$ cat src/hdl/lbpr_pkg.sv
// ----------------------------------------------------------------------------
// lbpr_pkg
// Shared types and constants for the lru block pool replacer.
// ----------------------------------------------------------------------------
package lbpr_pkg;

    localparam int POOL_SIZE  = 8;
    localparam int ADDR_WIDTH = 24;

    localparam int POS_W  = 24;
    localparam int BLK_W  = 24;
    localparam int OFF_W  = 12;
    localparam int BS_W   = 13;
    localparam int HPOS_W = 3;
    localparam int IDX_W  = $clog2(POOL_SIZE);

    localparam logic [BS_W-1:0] BS_MIN = BS_W'(1);
    localparam logic [BS_W-1:0] BS_MAX = BS_W'(4096);

    // address bits kept from the requested position
    localparam logic [POS_W-1:0] POS_MASK =
        (ADDR_WIDTH >= POS_W) ? {POS_W{1'b1}} : POS_W'((64'd1 << ADDR_WIDTH) - 64'd1);

    // one quotient bit per divider step
    localparam int DIV_STEPS = POS_W;
    localparam int DIV_CNT_W = $clog2(DIV_STEPS);

    typedef enum logic [3:0] {
        S_IDLE = 4'b0001,
        S_DIV  = 4'b0010,
        S_SCAN = 4'b0100,
        S_DONE = 4'b1000
    } state_t;

    typedef struct packed {
        logic [BLK_W-1:0] quotient;
        logic [OFF_W-1:0] remainder;
    } div_result_t;

endpackage

$ cat src/hdl/lru_block_pool_replacer_unit.sv
// ----------------------------------------------------------------------------
// lru_block_pool_replacer_unit
// Splits a byte position by the block size and keeps an lru list of blocks.
// sequence: once start is taken the divider runs, then a walk of one to eight entries
//   through the single read port of the list leads to done
// handshake: no new transaction is taken while busy, and busy stays high until done
// reset: block size 4096, list holds blocks 0..7 in order via per-entry valid bits
// the receiver cannot stall: each result is shown with done for one cycle
// ----------------------------------------------------------------------------
module lru_block_pool_replacer_unit
    import lbpr_pkg::*;
(
    input  logic              clk,
    input  logic              rst_n,
    input  logic              block_size_we,
    input  logic [BS_W-1:0]   block_size_wdata,
    input  logic              start,
    output logic              busy,
    input  logic [POS_W-1:0]  byte_position,
    output logic              done,
    output logic [BLK_W-1:0]  block_number,
    output logic [OFF_W-1:0]  block_offset,
    output logic              hit,
    output logic [HPOS_W-1:0] hit_position,
    output logic [BLK_W-1:0]  evicted_block
);

    state_t              state_reg, state_next;
    logic [BS_W-1:0]     block_size_reg;
    logic [BS_W-1:0]     eff_bs;
    logic                accept;

    logic                div_done;
    div_result_t         div_res;

    logic [BLK_W-1:0]    order_mem [POOL_SIZE];
    logic [BLK_W-1:0]    rd_data_reg;
    logic [POOL_SIZE-1:0] valid_reg;
    logic                mem_re;
    logic                mem_we;
    logic [IDX_W-1:0]    rd_addr;

    logic [IDX_W-1:0]    idx_reg;
    logic [BLK_W-1:0]    carry_reg;
    logic [BLK_W-1:0]    blk_reg;
    logic [OFF_W-1:0]    off_reg;
    logic                hit_reg;
    logic [HPOS_W-1:0]   hit_pos_reg;
    logic [BLK_W-1:0]    evicted_reg;

    logic [BLK_W-1:0]    entry;
    logic                match;
    logic                last;

    assign accept = start && (state_reg == S_IDLE);
    assign busy   = (state_reg != S_IDLE);
    assign done   = (state_reg == S_DONE);

    always_comb
    begin
        if (block_size_reg == '0)
            eff_bs = BS_MIN;
        else if (block_size_reg > BS_MAX)
            eff_bs = BS_MAX;
        else
            eff_bs = block_size_reg;
    end

    lbpr_divider u_div (
        .clk      (clk),
        .rst_n    (rst_n),
        .start    (accept),
        .dividend (byte_position & POS_MASK),
        .divisor  (eff_bs),
        .done     (div_done),
        .result   (div_res)
    );

    // entry not yet written still holds its reset block number
    assign entry = valid_reg[idx_reg] ? rd_data_reg : BLK_W'(idx_reg);
    assign match = (entry == blk_reg);
    assign last  = (idx_reg == IDX_W'(POOL_SIZE - 1));

    // walk: each visited entry takes the one ahead of it, stop on a match or at the last entry
    assign mem_we  = (state_reg == S_SCAN);
    assign mem_re  = ((state_reg == S_DIV) && div_done)
                     || ((state_reg == S_SCAN) && !match && !last);
    assign rd_addr = (state_reg == S_SCAN) ? idx_reg + IDX_W'(1) : '0;

    always_ff @(posedge clk)
    begin
        if (mem_we)
            order_mem[idx_reg] <= carry_reg;
        if (mem_re)
            rd_data_reg <= order_mem[rd_addr];
    end

    always_comb
    begin
        state_next = state_reg;
        unique case (state_reg)
            S_IDLE:
                if (start)
                    state_next = S_DIV;
            S_DIV:
                if (div_done)
                    state_next = S_SCAN;
            S_SCAN:
                if (match || last)
                    state_next = S_DONE;
            S_DONE:
                state_next = S_IDLE;
            default:
                state_next = S_IDLE;
        endcase
    end

    always_ff @(posedge clk or negedge rst_n)
    begin
        if (!rst_n)
        begin
            state_reg      <= S_IDLE;
            block_size_reg <= BS_MAX;
            valid_reg      <= '0;
        end
        else
        begin
            state_reg <= state_next;
            if (block_size_we)
                block_size_reg <= block_size_wdata;
            if (mem_we)
                valid_reg[idx_reg] <= 1'b1;
        end
    end

    always_ff @(posedge clk)
    begin
        if ((state_reg == S_DIV) && div_done)
        begin
            blk_reg   <= div_res.quotient;
            off_reg   <= div_res.remainder;
            carry_reg <= div_res.quotient;
            idx_reg   <= '0;
        end
        else if (state_reg == S_SCAN)
        begin
            if (match)
            begin
                hit_reg     <= 1'b1;
                hit_pos_reg <= HPOS_W'(idx_reg);
                evicted_reg <= '0;
            end
            else if (last)
            begin
                hit_reg     <= 1'b0;
                hit_pos_reg <= '0;
                evicted_reg <= entry;
            end
            else
            begin
                carry_reg <= entry;
                idx_reg   <= idx_reg + IDX_W'(1);
            end
        end
    end

    assign block_number  = blk_reg;
    assign block_offset  = off_reg;
    assign hit           = hit_reg;
    assign hit_position  = hit_pos_reg;
    assign evicted_block = evicted_reg;

endmodule

$ cat src/hdl/lbpr_divider.sv
// ----------------------------------------------------------------------------
// lbpr_divider
// Restoring divider, one quotient bit per cycle.
// ----------------------------------------------------------------------------
module lbpr_divider
    import lbpr_pkg::*;
(
    input  logic                clk,
    input  logic                rst_n,
    input  logic                start,
    input  logic [POS_W-1:0]    dividend,
    input  logic [BS_W-1:0]     divisor,
    output logic                done,
    output div_result_t         result
);

    logic                 active_reg;
    logic                 done_reg;
    logic [DIV_CNT_W-1:0] count_reg;
    logic [BS_W-1:0]      divisor_reg;
    logic [OFF_W-1:0]     rem_reg;
    logic [BLK_W-1:0]     quo_reg;

    logic [BS_W-1:0]      trial;
    logic                 fits;
    logic [BS_W-1:0]      diff;

    // remainder stays below the divisor, so it fits in 12 bits
    assign trial = {rem_reg, quo_reg[BLK_W-1]};
    assign fits  = (trial >= divisor_reg);
    assign diff  = trial - divisor_reg;

    always_ff @(posedge clk or negedge rst_n)
    begin
        if (!rst_n)
        begin
            active_reg <= 1'b0;
            done_reg   <= 1'b0;
            count_reg  <= '0;
        end
        else
        begin
            done_reg <= 1'b0;
            if (start)
            begin
                active_reg <= 1'b1;
                count_reg  <= '0;
            end
            else if (active_reg)
            begin
                count_reg <= count_reg + DIV_CNT_W'(1);
                if (count_reg == DIV_CNT_W'(DIV_STEPS - 1))
                begin
                    active_reg <= 1'b0;
                    done_reg   <= 1'b1;
                end
            end
        end
    end

    always_ff @(posedge clk)
    begin
        if (start)
        begin
            divisor_reg <= divisor;
            rem_reg     <= '0;
            quo_reg     <= dividend;
        end
        else if (active_reg)
        begin
            rem_reg <= fits ? diff[OFF_W-1:0] : trial[OFF_W-1:0];
            quo_reg <= {quo_reg[BLK_W-2:0], fits};
        end
    end

    assign done             = done_reg;
    assign result.quotient  = quo_reg;
    assign result.remainder = rem_reg;

endmodule

$ cat config.mk
export PLATFORM = sky130hd
export DESIGN_NAME = lru_block_pool_replacer_unit
export DESIGN_NICKNAME = d
export VERILOG_FILES = /design/src/hdl/lbpr_pkg.sv /design/src/hdl/lru_block_pool_replacer_unit.sv /design/src/hdl/lbpr_divider.sv
export SDC_FILE = /design/constraint.sdc
export NUM_CORES = 1
export LEC_CHECK = 0
export BUFFER_PORTS_ARGS = -buffer_cell sky130_fd_sc_hd__buf_4
export CELL_PAD_IN_SITES_DETAIL_PLACEMENT = 2
export CELL_PAD_IN_SITES_GLOBAL_PLACEMENT = 2
export CORE_MARGIN = 2
export CORE_UTILIZATION = 46
export DETAILED_ROUTE_END_ITERATION = 12
export PLACE_DENSITY_LB_ADDON = 0.1
export SETUP_SLACK_MARGIN = 0.15
export SYNTH_ARGS = -nofsm -noshare
export SYNTH_HDL_FRONTEND = slang
export SYNTH_HIERARCHICAL = 1
export SYNTH_SLANG_ARGS = --single-unit
$ cat constraint.sdc
create_clock -name clk -period 9.7 [get_ports clk]
set_clock_uncertainty 0.2 [all_clocks]
set_input_delay 0.97 -clock clk [delete_from_list [all_inputs] [get_ports clk]]
set_output_delay 0.97 -clock clk [all_outputs]
set_load 0.01 [all_outputs]
* After elaboration in Yosys (flattened, before gate mapping)
Memory sizes are Yosys's and may differ from the RTL's. A register that Yosys moved wholly into a read port is not among the register bits. Index checks and enable logic that the tools add are counted.
Storage, ports and cells: flip-flop bits (word level) 172, bits in writable memories 192, bits of input ports 41, output and inout bits 66, memories 1
Memories:
- order_mem | depth 8, bits a word 24, rd ports 1, clocked after memory_dff 1, wr ports 1, line lru_block_pool_replacer_unit.sv:36 | logic [BLK_W-1:0] order_mem [POOL_SIZE];
Cells by class: add/sub/neg operators 3, order comparisons 4, equality and inequality tests 13, muxes and demuxes 32, bitwise gates (word level) 4, reductions and logical operators 18
Operators by type and width (count):
- $mux 24 | 8
- $eq 24x24->1 | 1
- $ge 13x13->1 | 1
- $gt 13x13->1 const B | 1
- $logic_not 13->1 | 1
- $mux 13 | 1
- $mux 12 | 1
- $mux 4 | 3
- $pmux 4 s3 | 1
- $reduce_and 3->1 | 4
- $sub 12x12->12 | 1
- $mux 1 | 11
- $mux 5 | 2
- $mux 3 | 3
- $ne 2x1->1 const B | 4
- $or 8x8->8 | 1
- $reduce_bool 2->1 | 3
- $add 5x1->5 const B | 1
- $eq 5x5->1 const B | 1
- $logic_and 1x1->1 | 5
- $eq 4x1->1 const B | 1
- $eq 4x2->1 const B | 1
- $eq 4x3->1 const B | 1
- $eq 4x4->1 const B | 1
- 12 further kinds | 16

* Longest topological paths before layout
depth in word-level cells 8, gate-level depth with buffers 10, depth with buffers taken out 9

* Hierarchy
The synthesis kept the hierarchy.
By module, submodules not included:
- lru_block_pool_replacer_unit | instances 1, cells an instance 1031, area an instance 13447.9 µm², sequential area each 9816.9 µm²
- lbpr_divider | instances 1, cells an instance 253, area an instance 2935.3 µm², sequential area each 1526.5 µm²

* Least setup slack after synthesis
Ideal clock, no wire load.
path type register -> register, start register idx_reg[0], end register evicted_reg[0] (netlist: evicted_block[0]), enable pin, library setup time 0.386 ns, arrival 3.140 ns, setup slack 5.974 ns, cell stages (with the launch flop) 11, clock period less this slack 3.726 ns, cells stage by stage dfxtp_1 -> buf_6 -> mux2_4 -> a222oi_1 -> buf_4 -> a31oi_1 -> nor4_2 -> o2111ai_2 -> nor3_1 -> buf_2 -> o21a_1
Between the ends: cells in the longest elaborated chain, start to end 6, elaborated cells on any way between the ends 7, classes of those cells 2 x eq/ne; 3 x mux; 2 x reduce/logical
Ends and longest elaborated chain:
- from (decl) | line lru_block_pool_replacer_unit.sv:43 | logic [IDX_W-1:0] idx_reg;
- from (signal assigned) | line lru_block_pool_replacer_unit.sv:162 | idx_reg <= idx_reg + IDX_W'(1);
- $bmux 1 s3 | line lru_block_pool_replacer_unit.sv:80 | assign entry = valid_reg[idx_reg] ? rd_data_reg : BLK_W'(idx_reg);
- $mux 1 (implied by the code) | line lru_block_pool_replacer_unit.sv:80
- $mux 24 | line lru_block_pool_replacer_unit.sv:80
- $eq 24x24->1 | line lru_block_pool_replacer_unit.sv:81 | assign match = (entry == blk_reg);
- $reduce_bool 2->1 (no line) (*)
- $reduce_and 3->1 (no line) (*)
- to (signal assigned) | line lru_block_pool_replacer_unit.sv:157 | evicted_reg <= entry;
- to (decl) | line lru_block_pool_replacer_unit.sv:49 | logic [BLK_W-1:0] evicted_reg;
Every way passes the cells marked *; elsewhere a longest branch is shown, timed or not. The select of a mux whose other input is x is not followed. A chain may end at the register's enable or synchronous reset.

* Final worst setup path
start register idx_reg[0], end register rd_data_reg[23], read port of order_mem, enable pin
Between the ends: cells in the longest elaborated chain, start to end 8, elaborated cells on any way between the ends 12, classes of those cells 1 x add/sub; 2 x eq/ne; 4 x mux; 5 x reduce/logical
Ends and longest elaborated chain:
- $bmux 1 s3 | line lru_block_pool_replacer_unit.sv:80
- $mux 1 (implied by the code) | line lru_block_pool_replacer_unit.sv:80
- $mux 24 | line lru_block_pool_replacer_unit.sv:80
- $eq 24x24->1 | line lru_block_pool_replacer_unit.sv:81
- $logic_not 1->1 | line lru_block_pool_replacer_unit.sv:87 | || ((state_reg == S_SCAN) && !match && !last);
- $logic_and 1x1->1 | line lru_block_pool_replacer_unit.sv:87
- $logic_and 1x1->1 (*) | line lru_block_pool_replacer_unit.sv:87
- $logic_or 1x1->1 (*) | line lru_block_pool_replacer_unit.sv:87
- named net mem_re | line lru_block_pool_replacer_unit.sv:39 | logic mem_re;
- to (decl) | line lru_block_pool_replacer_unit.sv:37 | logic [BLK_W-1:0] rd_data_reg;
Mark *: on every way through the listed nets, which the timed path passes. The rest lies on a longest branch. The select of a mux whose other input is x is not followed.

==> results.md <==
- H-tree depth: 2
- Clock Tree Root: clkbuf_16
- Final setup vio count: 0
- # diodes: 0
- Vias: 11200
- Pin count of the biggest net entering global routing: 89
- Simple-gate share of the synthesized area: 0.137
- Row cnt: 69
- CP Data Arrival Time: 4.61 ns
- Post-synth top area cell: edfxtp_1
- Cts hold-fix bufs: 0
- Crit-path max FO: 24
- Critical path capture point type: register
- Worst reg-to-reg path cell count: 8
- Final nets: 1440
- Clock transition at path regs: 0.06 ns
- Slew headroom: 0.117
- Clock sink count: slightly below 400
- Post-Synth XOR/XNOR Area: 0.0144
- # IOs: 107
- Antenna Nets Post-Route: 0
- WP data required: 9.49 ns
- Area share of the largest cell type after synthesis: 0.625
- Die ar.: ~0.037 mm2
- Maximum vdd ir drop: 0.153 mV
- Non-Filler Instances: 1876
- Compound-Gate Fraction of Synth Area: 0.0774
- Setup CP Type: reg -> reg
- Synth top area cells: edfxtp_1, dfrtp_1, nand2_1
- Post-synth top flop: edfxtp_1
- Largest family of logic cells by synthesized area: simple AND/OR/NAND/NOR gates
- Crit Reg-Reg Endpoint: rd_data_reg[23]
- Post-CTS sizing: 0
- Number of global-route vias before repair: 12400
- Chip height: around 190 um
- Post-synth EDFFs: 341
- Gate Count Post-Synth: 1284
- Setup TNS: 0 ns
- Fmax: 207 MHz
- Post-CTS Setup Bufs: 0
- Max-Cap Viols: 0
- Initial core utilization: 0.464
- Cts bufs inserted: 41
- #FFs+latches synth: 388
- Outcome: finished clean
- Dpl hpwl: about 34000 um
- Residual DRC count: 0
- Syn-to-layout area delta: 15.5%
- Leakage power: 6.88 nW
- Clk Latency, worst-skew pair: roughly 0.54 ns
- CTS tree: built
- Worst Tran Pin Value: 1.32 ns
- RD Place Congestion: 0.816
- # port buffers: 106
- Largest Register: order_mem
- Proportion of synthesized area in mux cells: 0.0345
- Mean number of vias per cell: 5.99
- Die width: approximately 190 um
- Adder-Cell Fraction of Synth Area: 0.0134
- Worst hold path type: in -> async
- Max-slew violations: 0
- Pwr per Cell Area: 217 mW/mm2
- RSZ-0062 raised after global routing: no
- Total Routing Usage GR: 0.300
- Area of the core: 0.0353 mm2
- Mapped Nets: 1342
- Largest register FFs: 192
- Mean Syn Cell Area: 12.8 um2
- Reg2reg start: idx_reg[0]
- Iteration-0 DRC Markers: 885
- Initial antenna violation count: 2
- Fin util: 0.536
- Commonest non-fill, non-tap cell in the layout: edfxtp_1
- Async set-or-reset flop fraction in the synthesized netlist: 0.0825
- Grt total ovfl: 0
- Crit path time final: 4.82 ns
- DR pass1 iterations: 5
- R2R Setup Slk: 4.88 ns
- Seq/Total Area, Yosys: 0.692
- Layout cells sized above 1: 0.193
- Global-route wire length before repair: 81000 um
- Endpoints failing hold: 0
- Final wirelength: 55100 um
- Most frequent cells in the layout: edfxtp_1, nand2_1, buf_4, nand3_1, a21oi_1
- Fillers: 3334
- Netlist Area Pre-Place: between 0.015 and 0.02 mm2
- Clock tree buffer depth: 3
- Worst setup SP type: register
- Hold Slack: 0.187 ns
- Dpl cells: 1800
- WL per Instance: just under 30 um
- Yosys warning total: 6
- Final Cycle Share: 0.497
- Number of distinct library cells after synthesis: 75
-- layout make-up --
| class | instances | area, um2 | area share |
|---|---|---|---|
| Sequential cell | 388 | 11300 | 0.599 |
| Multi-Input combinational cell | 770 | 4580 | 0.242 |
| Clock buffer | 64 | 1190 | 0.0631 |
| Timing Repair Buffer | 125 | 938 | 0.0496 |
| Tap cell | 461 | 577 | 0.0305 |
| Inverter | 56 | 210 | 0.0111 |
| Clock inverter | 12 | 82.6 | 0.00436 |
-- cells in the mapped netlist (all sizes together) (3+ instances only) --
| library cell | n |
|---|---|
| and3 | 4 |
| o21a | 4 |
| a21o | 3 |
| edfxtp | 341 |
| nand3 | 94 |
| buf | 16 |
| o211ai | 3 |
| nand2 | 164 |
| mux2 | 41 |
| clkbuf | 54 |
| a311oi | 3 |
| or2 | 13 |
| dfxtp | 15 |
| nor2 | 55 |
| nor4bb | 4 |
| a31oi | 7 |
| a211oi | 4 |
| o31ai | 5 |
| nor3b | 3 |
| mux2i | 10 |
| xnor2 | 11 |
| o21ai | 63 |
| a21boi | 3 |
| dfrtp | 30 |
| nand4 | 4 |
| xor2 | 16 |
| inv | 55 |
| a21oi | 93 |
| ha | 16 |
| a21bo | 3 |
| nor4 | 6 |
| nor3 | 63 |
| nand2b | 6 |
| and2 | 25 |
| nor2b | 14 |
-- how the worst max path moves through the flow --
| stage | from | to | slack, ns | depth (start not counted) |
|---|---|---|---|---|
| 3_3_place_gp | idx_reg[0] | carry_reg[23] | 5.55 | 8 |
| 2_1_floorplan | idx_reg[0] | evicted_block[0] | 5.97 | 10 |
| 4_1_cts | idx_reg[0] | rd_data_reg[11] | 4.97 | 8 |
| 3_5_place_dp | idx_reg[0] | rd_data_reg[11] | 5.12 | 8 |
| 5_1_grt | idx_reg[0] | rd_data_reg[11] | 4.69 | 8 |
| 6_report | idx_reg[0] | rd_data_reg[23] | 4.88 | 8 |
-- per-layer routing --
layer / share of wire / vias to the layer above / track usage / routed length, um
met1: 0.38 / 5803 / 0.361 / 21200
met3: 0.052 / 161 / 0.0496 / 2860
met4: 0.049 / 2 / 0.140 / 2700
met5: 0.00024 / - / 0 / 13
met2: 0.51 / 398 / 0.525 / 28300
li1: - / 4873 / - / -
-- worst max-delay path, stage by stage (launching register included) --
cell,delay (ns)
dfxtp_4,0.55
mux2_1,0.40
a222oi_1,0.45
buf_4,0.29
nand2_1,0.51
nor4_1,0.45
nor2_1,0.15
o31ai_4,0.42
nand2_1,0.83
-- report_power, final --
part	internal (mW)	leakage (nW)	switching [mW]	total, mW
clock network	0.874	0.625	0.666	1.54
registers	1.95	3.34	0.113	2.06
logic	0.237	2.91	0.267	0.504
total	3.06	6.88	1.05	4.11
-- through the flow --
step | cell area (um2) | worst slack, ns | power, mW
6_report | 18900 | 4.88 | 4.11
5_1_grt | 18900 | 4.69 | 4.26
3_3_place_gp | 17700 | 5.55 | 2.55
2_1_floorplan | 16400 | 5.97 | 2.43
3_5_place_dp | 17700 | 5.12 | 2.59
4_1_cts | 18900 | 4.97 | 4.13
-- logic make-up (layout without fill, tap and decap cells) --
kind of cell,after synthesis,in the layout
adders and majority gates,17,17
and+or+nand+nor,465,465
buffers and inverters,126,257
AOI/OAI and AO/OA,210,210
xor gates and xnor gates,27,27
muxes,51,51
DFF,388,388
Note: power is estimated with default switching activity, not from simulation.
